===== config.mk =====
export PLATFORM = sky130hd
export DESIGN_NAME = led_cube_layer_scanner
export DESIGN_NICKNAME = d
export VERILOG_FILES = /design/src/design/lcs_pkg.sv /design/src/design/led_cube_layer_scanner.sv
export SDC_FILE = /design/constraint.sdc
export NUM_CORES = 1
export LEC_CHECK = 0
export ABC_AREA = 1
export BUFFER_PORTS_ARGS = -buffer_cell sky130_fd_sc_hd__buf_2
export CORE_MARGIN = 2
export CORE_UTILIZATION = 45
export DETAILED_ROUTE_END_ITERATION = 16
export HOLD_SLACK_MARGIN = 0.12
export PLACE_DENSITY_LB_ADDON = 0.05
export SETUP_SLACK_MARGIN = 0.3
export SLEW_MARGIN = 40
export SYNTH_ARGS = -nofsm -noshare
export SYNTH_HDL_FRONTEND = slang
export SYNTH_SLANG_ARGS = --single-unit

===== constraint.sdc =====
create_clock -name clk -period 4.09 [get_ports clk]
set_clock_uncertainty 0.1 [all_clocks]
set_input_delay 0.409 -clock clk [delete_from_list [all_inputs] [get_ports clk]]
set_output_delay 0.409 -clock clk [all_outputs]
set_load 0.05 [all_outputs]

===== src/design/lcs_pkg.sv =====
package lcs_pkg;

    localparam int FRAME_BYTES = 64;
    localparam int ADDR_W      = 6;

    // sequencer states
    typedef enum logic [2:0] {
        ST_IDLE,
        ST_SRC,
        ST_SINK,
        ST_COPY,
        ST_FLUSH
    } state_t;

    // request function codes
    localparam logic FUNC_WRITE = 1'b0;
    localparam logic FUNC_TICK  = 1'b1;

    // output channel codes
    localparam logic CH_SOURCE = 1'b0;
    localparam logic CH_SINK   = 1'b1;

    typedef logic [2:0] idx3_t;

    // sink slot -> column
    localparam idx3_t COLUMN_ORDER [8] = '{
        3'd7, 3'd6, 3'd5, 3'd4, 3'd0, 3'd1, 3'd2, 3'd3
    };

    // layer count -> source bit
    localparam idx3_t LAYER_ORDER [8] = '{
        3'd3, 3'd1, 3'd2, 3'd0, 3'd5, 3'd7, 3'd4, 3'd6
    };

    // bit permutation of a sink byte, chosen by column parity
    function automatic logic [7:0] lcs_permute(input logic [7:0] v, input logic odd);
        logic [7:0] r;
        if (odd)
        begin
            r = {v[0], v[2], v[4], v[6], v[7], v[5], v[3], v[1]};
        end
        else
        begin
            r = {v[7], v[5], v[3], v[1], v[0], v[2], v[4], v[6]};
        end
        return r;
    endfunction

endpackage


===== src/design/led_cube_layer_scanner.sv =====
// tick request: 9 result bytes, the first loaded into the output register from the source state,
//   then one per cycle while out_stall is low; input is stalled until the ninth byte is in
//   the output register
// frame swap on layer wrap with a new back frame: the copy state sweeps the back buffer into
//   the shown frame and the flush state lands its last write; no request is taken meanwhile
// async active-low reset clears both frames (via per-entry valid bits) and the new mark
module led_cube_layer_scanner (
    input  logic       clk,
    input  logic       rst_n,
    input  logic       cfg_write,
    input  logic       cfg_data,
    input  logic       in_valid,
    output logic       in_stall,
    input  logic       func,
    input  logic [5:0] byte_index,
    input  logic [7:0] byte_value,
    input  logic       frame_last,
    output logic       out_valid,
    input  logic       out_stall,
    output logic       channel,
    output logic [2:0] column_slot,
    output logic [7:0] out_byte,
    output logic       last
);
    // (reset also clears the layer counter and display enable)
    import lcs_pkg::*;

    // sequencer and bookkeeping
    state_t             state_reg, state_next;
    logic [2:0]         slot_reg, slot_next;
    logic [2:0]         layer_reg, layer_next;
    logic               back_new_reg, back_new_next;
    logic [ADDR_W-1:0]  copy_idx_reg, copy_idx_next;
    logic               enable_reg;

    // output register
    logic               out_valid_reg, out_valid_next;
    logic               channel_reg, channel_next;
    logic [2:0]         slot_out_reg, slot_out_next;
    logic [7:0]         out_byte_reg, out_byte_next;
    logic               last_reg, last_next;

    // frame memories; an entry never written reads as zero through its valid bit
    logic [7:0]             back_mem  [FRAME_BYTES];
    logic [7:0]             shown_mem [FRAME_BYTES];
    logic [FRAME_BYTES-1:0] back_valid_reg;
    logic [FRAME_BYTES-1:0] shown_valid_reg;

    // registered read ports
    logic [7:0]         back_rd_reg;
    logic               back_rd_valid_reg;
    logic [7:0]         shown_rd_reg;
    logic               shown_rd_valid_reg;

    // copy write, in the cycle after its read
    logic               pend_reg;
    logic [ADDR_W-1:0]  pend_idx_reg;

    logic               in_acc;
    logic               can_load;
    logic               back_we;
    logic               copy_rd_en;
    logic               shown_rd_en;
    logic [2:0]         rd_slot;
    logic [ADDR_W-1:0]  shown_rd_addr;
    logic [7:0]         shown_data;
    logic [7:0]         copy_data;
    logic [2:0]         cur_col;

    assign in_stall   = (state_reg != ST_IDLE);
    assign in_acc     = in_valid && !in_stall;
    assign can_load   = !out_valid_reg || !out_stall;

    assign shown_data = shown_rd_valid_reg ? shown_rd_reg : 8'd0;
    assign copy_data  = back_rd_valid_reg ? back_rd_reg : 8'd0;
    assign cur_col    = COLUMN_ORDER[slot_reg];
    assign shown_rd_addr = {layer_reg, COLUMN_ORDER[rd_slot]};

    assign out_valid   = out_valid_reg;
    assign channel     = channel_reg;
    assign column_slot = slot_out_reg;
    assign out_byte    = out_byte_reg;
    assign last        = last_reg;

    // next state and outputs of the scan sequencer
    always_comb
    begin
        state_next     = state_reg;
        slot_next      = slot_reg;
        layer_next     = layer_reg;
        back_new_next  = back_new_reg;
        copy_idx_next  = copy_idx_reg;
        out_valid_next = out_valid_reg && out_stall;
        channel_next   = channel_reg;
        slot_out_next  = slot_out_reg;
        out_byte_next  = out_byte_reg;
        last_next      = last_reg;
        back_we        = 1'b0;
        copy_rd_en     = 1'b0;
        shown_rd_en    = 1'b0;
        rd_slot        = slot_reg;

        case (state_reg)
            ST_IDLE:
            begin
                if (in_acc)
                begin
                    if (func == FUNC_WRITE)
                    begin
                        back_we = 1'b1;
                        if (frame_last)
                        begin
                            back_new_next = 1'b1;
                        end
                    end
                    else if (enable_reg)
                    begin
                        // disabled ticks are dropped without effect
                        state_next = ST_SRC;
                    end
                end
            end

            ST_SRC:
            begin
                if (can_load)
                begin
                    // one-hot layer source byte; prefetch first sink byte
                    out_valid_next = 1'b1;
                    channel_next   = CH_SOURCE;
                    slot_out_next  = 3'd0;
                    out_byte_next  = 8'b1 << LAYER_ORDER[layer_reg];
                    last_next      = 1'b0;
                    shown_rd_en    = 1'b1;
                    slot_next      = 3'd0;
                    rd_slot        = 3'd0;
                    state_next     = ST_SINK;
                end
            end

            ST_SINK:
            begin
                if (can_load)
                begin
                    out_valid_next = 1'b1;
                    channel_next   = CH_SINK;
                    slot_out_next  = slot_reg;
                    out_byte_next  = lcs_permute(shown_data, cur_col[0]);
                    last_next      = (slot_reg == 3'd7);
                    if (slot_reg != 3'd7)
                    begin
                        // fetch the byte for the following slot
                        rd_slot     = slot_reg + 3'd1;
                        shown_rd_en = 1'b1;
                        slot_next   = slot_reg + 3'd1;
                    end
                    else
                    begin
                        slot_next  = 3'd0;
                        layer_next = layer_reg + 3'd1;
                        if (layer_reg == 3'd7 && back_new_reg)
                        begin
                            // wrap with a fresh back buffer: start the copy sweep
                            back_new_next = 1'b0;
                            copy_idx_next = '0;
                            state_next    = ST_COPY;
                        end
                        else
                        begin
                            state_next = ST_IDLE;
                        end
                    end
                end
            end

            ST_COPY:
            begin
                copy_rd_en    = 1'b1;
                copy_idx_next = copy_idx_reg + ADDR_W'(1);
                if (copy_idx_reg == ADDR_W'(FRAME_BYTES - 1))
                begin
                    state_next = ST_FLUSH;
                end
            end

            ST_FLUSH:
            begin
                // last copy write lands at this edge
                state_next = ST_IDLE;
            end

            default:
            begin
                state_next = ST_IDLE;
            end
        endcase
    end

    // control registers
    always_ff @(posedge clk or negedge rst_n)
    begin
        if (!rst_n)
        begin
            state_reg          <= ST_IDLE;
            slot_reg           <= 3'd0;
            layer_reg          <= 3'd0;
            back_new_reg       <= 1'b0;
            copy_idx_reg       <= '0;
            enable_reg         <= 1'b0;
            out_valid_reg      <= 1'b0;
            back_valid_reg     <= '0;
            shown_valid_reg    <= '0;
            back_rd_valid_reg  <= 1'b0;
            shown_rd_valid_reg <= 1'b0;
            pend_reg           <= 1'b0;
        end
        else
        begin
            state_reg     <= state_next;
            slot_reg      <= slot_next;
            layer_reg     <= layer_next;
            back_new_reg  <= back_new_next;
            copy_idx_reg  <= copy_idx_next;
            out_valid_reg <= out_valid_next;
            pend_reg      <= copy_rd_en;
            if (cfg_write)
            begin
                enable_reg <= cfg_data;
            end
            if (back_we)
            begin
                back_valid_reg[byte_index] <= 1'b1;
            end
            if (copy_rd_en)
            begin
                back_rd_valid_reg <= back_valid_reg[copy_idx_reg];
            end
            if (shown_rd_en)
            begin
                shown_rd_valid_reg <= shown_valid_reg[shown_rd_addr];
            end
            if (pend_reg)
            begin
                shown_valid_reg[pend_idx_reg] <= 1'b1;
            end
        end
    end

    // output payload
    always_ff @(posedge clk)
    begin
        channel_reg  <= channel_next;
        slot_out_reg <= slot_out_next;
        out_byte_reg <= out_byte_next;
        last_reg     <= last_next;
        pend_idx_reg <= copy_idx_reg;
    end

    // back buffer: write port for requests, read port for the copy sweep
    always_ff @(posedge clk)
    begin
        if (back_we)
        begin
            back_mem[byte_index] <= byte_value;
        end
        if (copy_rd_en)
        begin
            back_rd_reg <= back_mem[copy_idx_reg];
        end
    end

    // shown frame: write port for the copy sweep, read port for the scan
    always_ff @(posedge clk)
    begin
        if (pend_reg)
        begin
            shown_mem[pend_idx_reg] <= copy_data;
        end
        if (shown_rd_en)
        begin
            shown_rd_reg <= shown_mem[shown_rd_addr];
        end
    end

endmodule


==> qor.csv, run 1 <==
metric,value,unit
status,finished clean,
Inserted Clock Buffers,134,
Mapped Area,48900,sq um
"Slew Viols, Final",0,
RSZ-0062 raised after global routing,false,
min-delay src,byte_value[5],
drt first pass iters,6,
final hold slack,0.148,ns
CTS tree,yes,
Mapped Cells,4058,
Iter 0 DRT Violations,3032,
CP Class,reg2reg,
post-layout min period,3.64,ns
register bit total from synthesis,1208,
Worst setup EP type,register,
FILL cells,9384,
Clk pwr share,28.2,%
WP data required,4.59,ns
Clock Pin Slew Worst Setup and Hold Paths,0.06,ns
Worst VDD drop,653,uV
IO buf count,36,
Hold Path Class,in2reg,
number of synthesized flops with an enable pin,1053,
P per Cell Area,746,nW/um^2
DR WL/cell,24.6,um
RR Startpoint,slot_reg[0],
Max Clk Rate,275,MHz
vias per std cell,5.58,
critical-path cell list,"ha_1, ha_1, inv_1, ha_1, nor2_2, inv_1, nand2_2, nand2_4, nand2_8, buf_12, buf_12, nand2_1, nand3_1, nand3_1, nand3_1, nand3_1, nand2_1, nand2_1, nand2_1",
Largest regs,"back_mem: 512 flops, shown_mem: 512 flops",
DR DRC count,0,
RePlAce Congestion,0.867,
CP startpoint,slot_reg[0],
synth warn,0,
Comb power frac,36.6,%
worst-path maximum fanout,47,
Cell Int Power,0.0256,W
io pins,37,
total track usage,25.0,%
Area Growth Syn to Fin,14.1,%
most frequent cells in the layout,"edfxtp_1, nand2_1, nand3_1, o21ai_0, nor2_1",
share of layout cells above drive strength 1,14.3,%
routed vias,31600,
FP Rows,120,
Core Area,108000,sq um
Slowest cell on crit path,dfrtp_2,
switching power share of the total,38.5,%
total chip power,0.0417,W
Die Y,334,um
multi-input logic area,12100,sq um
Initial Utilization,45.5,%
Routed WL,139000,um
"commonest non-fill, non-tap cell in the layout",edfxtp_1,
peak per-stage delay on the critical path,0.45,ns
Final TNS setup,0,ns
width of the die,334,um
Slew @ Worst Pin,0.896,ns
initial antenna violation count,3,
Max Buffers Root-to-Sink,3,
endpoints failing hold,0,
synthesized area per cell,12.1,sq um
Switching Power,0.0161,W
Reg power frac,35.2,%
"Net Count, Synth",4087,
crit path launch type,register,
Netlist cell types,45,
Async SR Flop Fraction,12.3,%
Clock Root Buffer,clkbuf_16,
detailed placement HPWL,83700,um
grt total ovfl,0,
largest net degree at the start of global routing,111,
DIE AREA,111000,sq um
Total Nets Final,4168,
Skew-Pair Late Insertion Delay,0.74,ns
CP arrival,4.14,ns
Inserted Diodes,0,
Reg area,35500,sq um
sequential cell area fraction in the yosys report,72.5,%
cell leakage power,19.8,nW
CTS HTree Levels,4,
vias in the first global route,30600,
first-pass GRT wire length,206000,um
final setup vio count,0,
number of max-cap violations,0,
fin crit share,89.1,%
antenna violation net count after detailed routing,0,
Max-slew headroom,40.1,%
clk sinks,1208,
"Top FF cell, synth",edfxtp_1,
==> worst paths after layout <==
path / cells after the start / slack, ns / to
hold reg to reg: 2 / 0.36 / back_valid_reg[21]
min in group asynchronous: 2 / 0.17 / layer_reg[1]
max in group asynchronous: 3 / 2.96 / back_valid_reg[38]
hold / removal: 1 / 0.15 / back_mem[56][5]
setup / recovery: 19 / 0.45 / shown_rd_reg[4]
setup reg to reg: 19 / 0.45 / shown_rd_reg[4]
==> through the flow <==
step / setup WS [ns] / area, sq um / util (%) / std cells
6_report: 0.447 / 55800 / 52.0 / 5654
5_1_grt: 0.297 / 55800 / 52.0 / 5654
4_1_cts: 0.329 / 55700 / 51.9 / 5651
3_5_place_dp: 0.237 / 51300 / 47.7 / 5389
3_3_place_gp: 0.263 / 51100 / 47.5 / 5388
2_1_floorplan: 1.34 / 48900 / - / 4058
==> cell usage after synthesis, types with 2 or more instances <==
cell      number  share of area [%]
buf_1         18               0.14
o21ai_1       55               0.56
clkinv_1       3              0.023
o221ai_1      47               0.84
nor3_1         3              0.031
o22ai_1       94                1.2
xor2_1         3              0.054
nor2_1       456                3.5
and3_1         5              0.064
or2_2        106                1.4
buf_2         45               0.46
ha_1           7               0.18
a221oi_1       2              0.036
nand2_4        6               0.14
nand2_1      747                5.7
a32o_1         6               0.12
o21ai_0      375                3.8
nand4_1       40               0.51
buf_6         17               0.39
inv_1        114               0.87
edfxtp_1    1053                 65
nand3_1      414                4.2
clkbuf_1     137                1.1
o211ai_1      43               0.66
dfrtp_1      149                7.6
nor2_2         2              0.026
o21bai_1      12               0.18
nand2_2        6              0.077
nand3b_1       2              0.031
o21ai_2        2              0.036
buf_4         31               0.48
a21oi_1       28               0.29
a31oi_1       11               0.14
inv_2          3              0.023
dfxtp_1        6               0.25
==> timing repair <==
item	CTS	global route
setup buffers	0	3
endpoints found under the setup margin	2	6
cloned	1	0
hold buffers	13	0
resized for setup	2	3
hold endpoints to repair	374	0
pin swaps	1	1
==> final cells by class <==
class	count	share of cell area, %
clock buffer	193	6.90
inverter	120	0.840
clock inverter	55	0.777
multi-input combinational	2483	21.6
timing repair buffer	192	3.20
sequential	1208	63.5
tap	1403	3.14
==> worst max-delay path, delay by kind of cell (launching register included) <==
family / cells / cell delay, ns
adders and majority gates: 3 / 0.70
buffers and inverters: 4 / 0.55
DFF: 1 / 0.45
and+or+nand+nor: 12 / 1.67
==> per-layer routing <==
layer / share of wire, % / GRT usage (%) / wire length, um
met1: 43 / 34.4 / 60500
met3: 4.9 / 3.18 / 6780
met5: 0.0050 / 0 / 7
met2: 49 / 41.3 / 67900
met4: 2.9 / 8.41 / 3990
==> cells by family (layout without fill, tap and decap cells) <==
kind of cell    Yosys count  after routing  share of synthesized area [%]
xor+xnor                  3              3                         0.0537
buf+inv                 368            560                           3.44
fa+ha+maj                 7              7                          0.179
mux                       1              1                         0.0230
simple gates           1792           1793                           15.8
compound gates          679            679                           7.99
flops                  1208           1208                           72.5
==> power by group through the flow <==
stage | sequential, W | combinational, W | clock, W
finish | 0.0147 | 0.0153 | 0.0117
global route | 0.0147 | 0.0167 | 0.0124
CTS | 0.0147 | 0.0153 | 0.0120
detailed placement | 0.0149 | 0.0152 | 0
global placement | 0.0149 | 0.0152 | 0
floorplan | 0.0150 | 0.00968 | 0
Note: power is estimated with default switching activity, not from simulation.
==> run 2: changes to the inputs <==
Settings changed: CAP_MARGIN set to 20, CORE_UTILIZATION 45 to 55.
==> qor.csv, run 2 (same netlist as run 1, synthesis figures left out) <==
metric,value,unit
status,finished clean,
Reg2Reg Depth,19,
Inserted Diodes,0,
"Setup Fix Bufs, Post-CTS",0,
clk sinks,1208,
fin crit share,88.9,%
Die Y,302,um
Core Area,88200,sq um
largest net degree at the start of global routing,120,
final setup vio count,0,
Clock Pin Slew Worst Setup and Hold Paths,0.06,ns
routed vias,31900,
total chip power,0.0411,W
Hold Path Class,in2reg,
io pins,37,
endpoints failing hold,0,
detailed placement HPWL,77600,um
Max-slew headroom,39.8,%
"Slew Viols, Final",0,
Clock Root Buffer,clkbuf_16,
FP Rows,109,
antenna violation net count after detailed routing,0,
Routed WL,131000,um
grt total ovfl,0,
width of the die,302,um
Cell Int Power,0.0253,W
most frequent cells in the layout,"edfxtp_1, nand2_1, nand3_1, o21ai_0, nor2_1",
Max Clk Rate,275,MHz
crit path launch type,register,
Hold Path Cell Cnt,5,
Total Nets Final,4136,
CP arrival,4.13,ns
Inserted Clock Buffers,130,
post-layout min period,3.64,ns
vias per std cell,5.93,
Iter 0 DRT Violations,3521,
Comb power frac,36.6,%
DR DRC count,0,
DR WL/cell,24.3,um
FILL cells,6862,
vias in the first global route,30600,
first-pass GRT wire length,195000,um
CTS tree,yes,
CP Class,reg2reg,
switching power share of the total,38.3,%
IO buf count,36,
P per Cell Area,745,nW/um^2
share of layout cells above drive strength 1,13.5,%
Worst setup EP type,register,
Reg power frac,35.7,%
Max Buffers Root-to-Sink,3,
worst-path maximum fanout,38,
initial antenna violation count,0,
Final TNS setup,0,ns
CTS HTree Levels,4,
RSZ-0062 raised after global routing,true,
Initial Utilization,55.5,%
WP data required,4.58,ns
RePlAce Congestion,0.863,
Reg area,35500,sq um
Area Growth Syn to Fin,12.7,%
Skew-Pair Late Insertion Delay,0.74,ns
drt first pass iters,7,
Slew @ Worst Pin,0.901,ns
"commonest non-fill, non-tap cell in the layout",edfxtp_1,
multi-input logic area,12100,sq um
Switching Power,0.0157,W
Largest regs,"back_mem: 512 flops, shown_mem: 512 flops",
cell leakage power,19.6,nW
number of max-cap violations,0,
DIE AREA,91400,sq um
Clk pwr share,27.7,%
total track usage,28.8,%
Worst VDD drop,646,uV
-- run 2: repair_timing --
| action | 4_1_cts | 5_1_grt |
|---|---|---|
| endpoints found under the setup margin | 0 | 9 |
| gates resized for setup | 0 | 8 |
| hold endpoints to repair | 290 | 80 |
| hold buffers | 13 | 2 |
-- run 2: layout make-up --
type | instances | share of cell area [%]
Sequential cell | 1208 | 64.3
Inverter | 120 | 0.857
Clock inverter | 49 | 0.773
Tap cell | 1165 | 2.64
Multi-Input combinational cell | 2483 | 21.9
Clock buffer | 191 | 6.69
Timing Repair Buffer | 164 | 2.81
-- run 2: critical path, stage by stage, from the launching register on --
cell and delay [ns]:
dfrtp_1 0.46, ha_1 0.26, ha_1 0.23, inv_1 0.10
ha_1 0.24, nor2_2 0.17, inv_1 0.05, nand2_1 0.18
nand2_4 0.13, nand2_8 0.22, buf_12 0.25, buf_12 0.17
nand2_1 0.05, nand2_1 0.06, nand2_1 0.05, o211ai_1 0.10
nand3_1 0.10, nand3_1 0.14, nand3_1 0.25, nand2_1 0.15
-- run 2: per-stage QoR --
| stage | cell area [sq um] | instances | hold slack, ns | setup WS, ns | util, % |
|---|---|---|---|---|---|
| after floorplan | 48900 | 4058 | 0.0134 | 1.34 | - |
| after global placement | 50500 | 5122 | 0.339 | 0.378 | 57.2 |
| after detailed placement | 50700 | 5123 | 0.298 | 0.329 | 57.5 |
| after CTS | 55000 | 5376 | 0.135 | 0.321 | 62.3 |
| after global routing | 55200 | 5380 | 0.220 | 0.286 | 62.5 |
| final | 55200 | 5380 | 0.145 | 0.452 | 62.5 |
-- run 2: power groups by stage --
stage	sequential [W]	combinational, W	clock, W
4_1_cts	0.0147	0.0148	0.0115
2_1_floorplan	0.0150	0.00968	0
6_report	0.0147	0.0150	0.0114
5_1_grt	0.0147	0.0164	0.0120
3_3_place_gp	0.0149	0.0146	0
3_5_place_dp	0.0149	0.0147	0
-- run 2: path summary, 6_finish.rpt --
check	end	start	slack, ns
max	shown_rd_reg[7]	slot_reg[0]	0.45
min	state_reg[2]	in_valid	0.15
max reg2reg	shown_rd_reg[7]	slot_reg[0]	0.45
min reg2reg	back_valid_reg[17]	back_valid_reg[17]	0.36
max in group asynchronous	copy_idx_reg[0]	rst_n	2.20
min in group asynchronous	shown_valid_reg[27]	rst_n	0.56
-- run 2: per-layer routing --
metal	GRT usage [%]	vias up	wire length [um]	part of all wire, %
met4	12.1	0	5250	4.0
met1	39.1	15700	53400	41
met5	0	-	0	0
li1	-	14600	-	-
met2	47.2	1246	63500	49
met3	4.16	277	8430	6.5
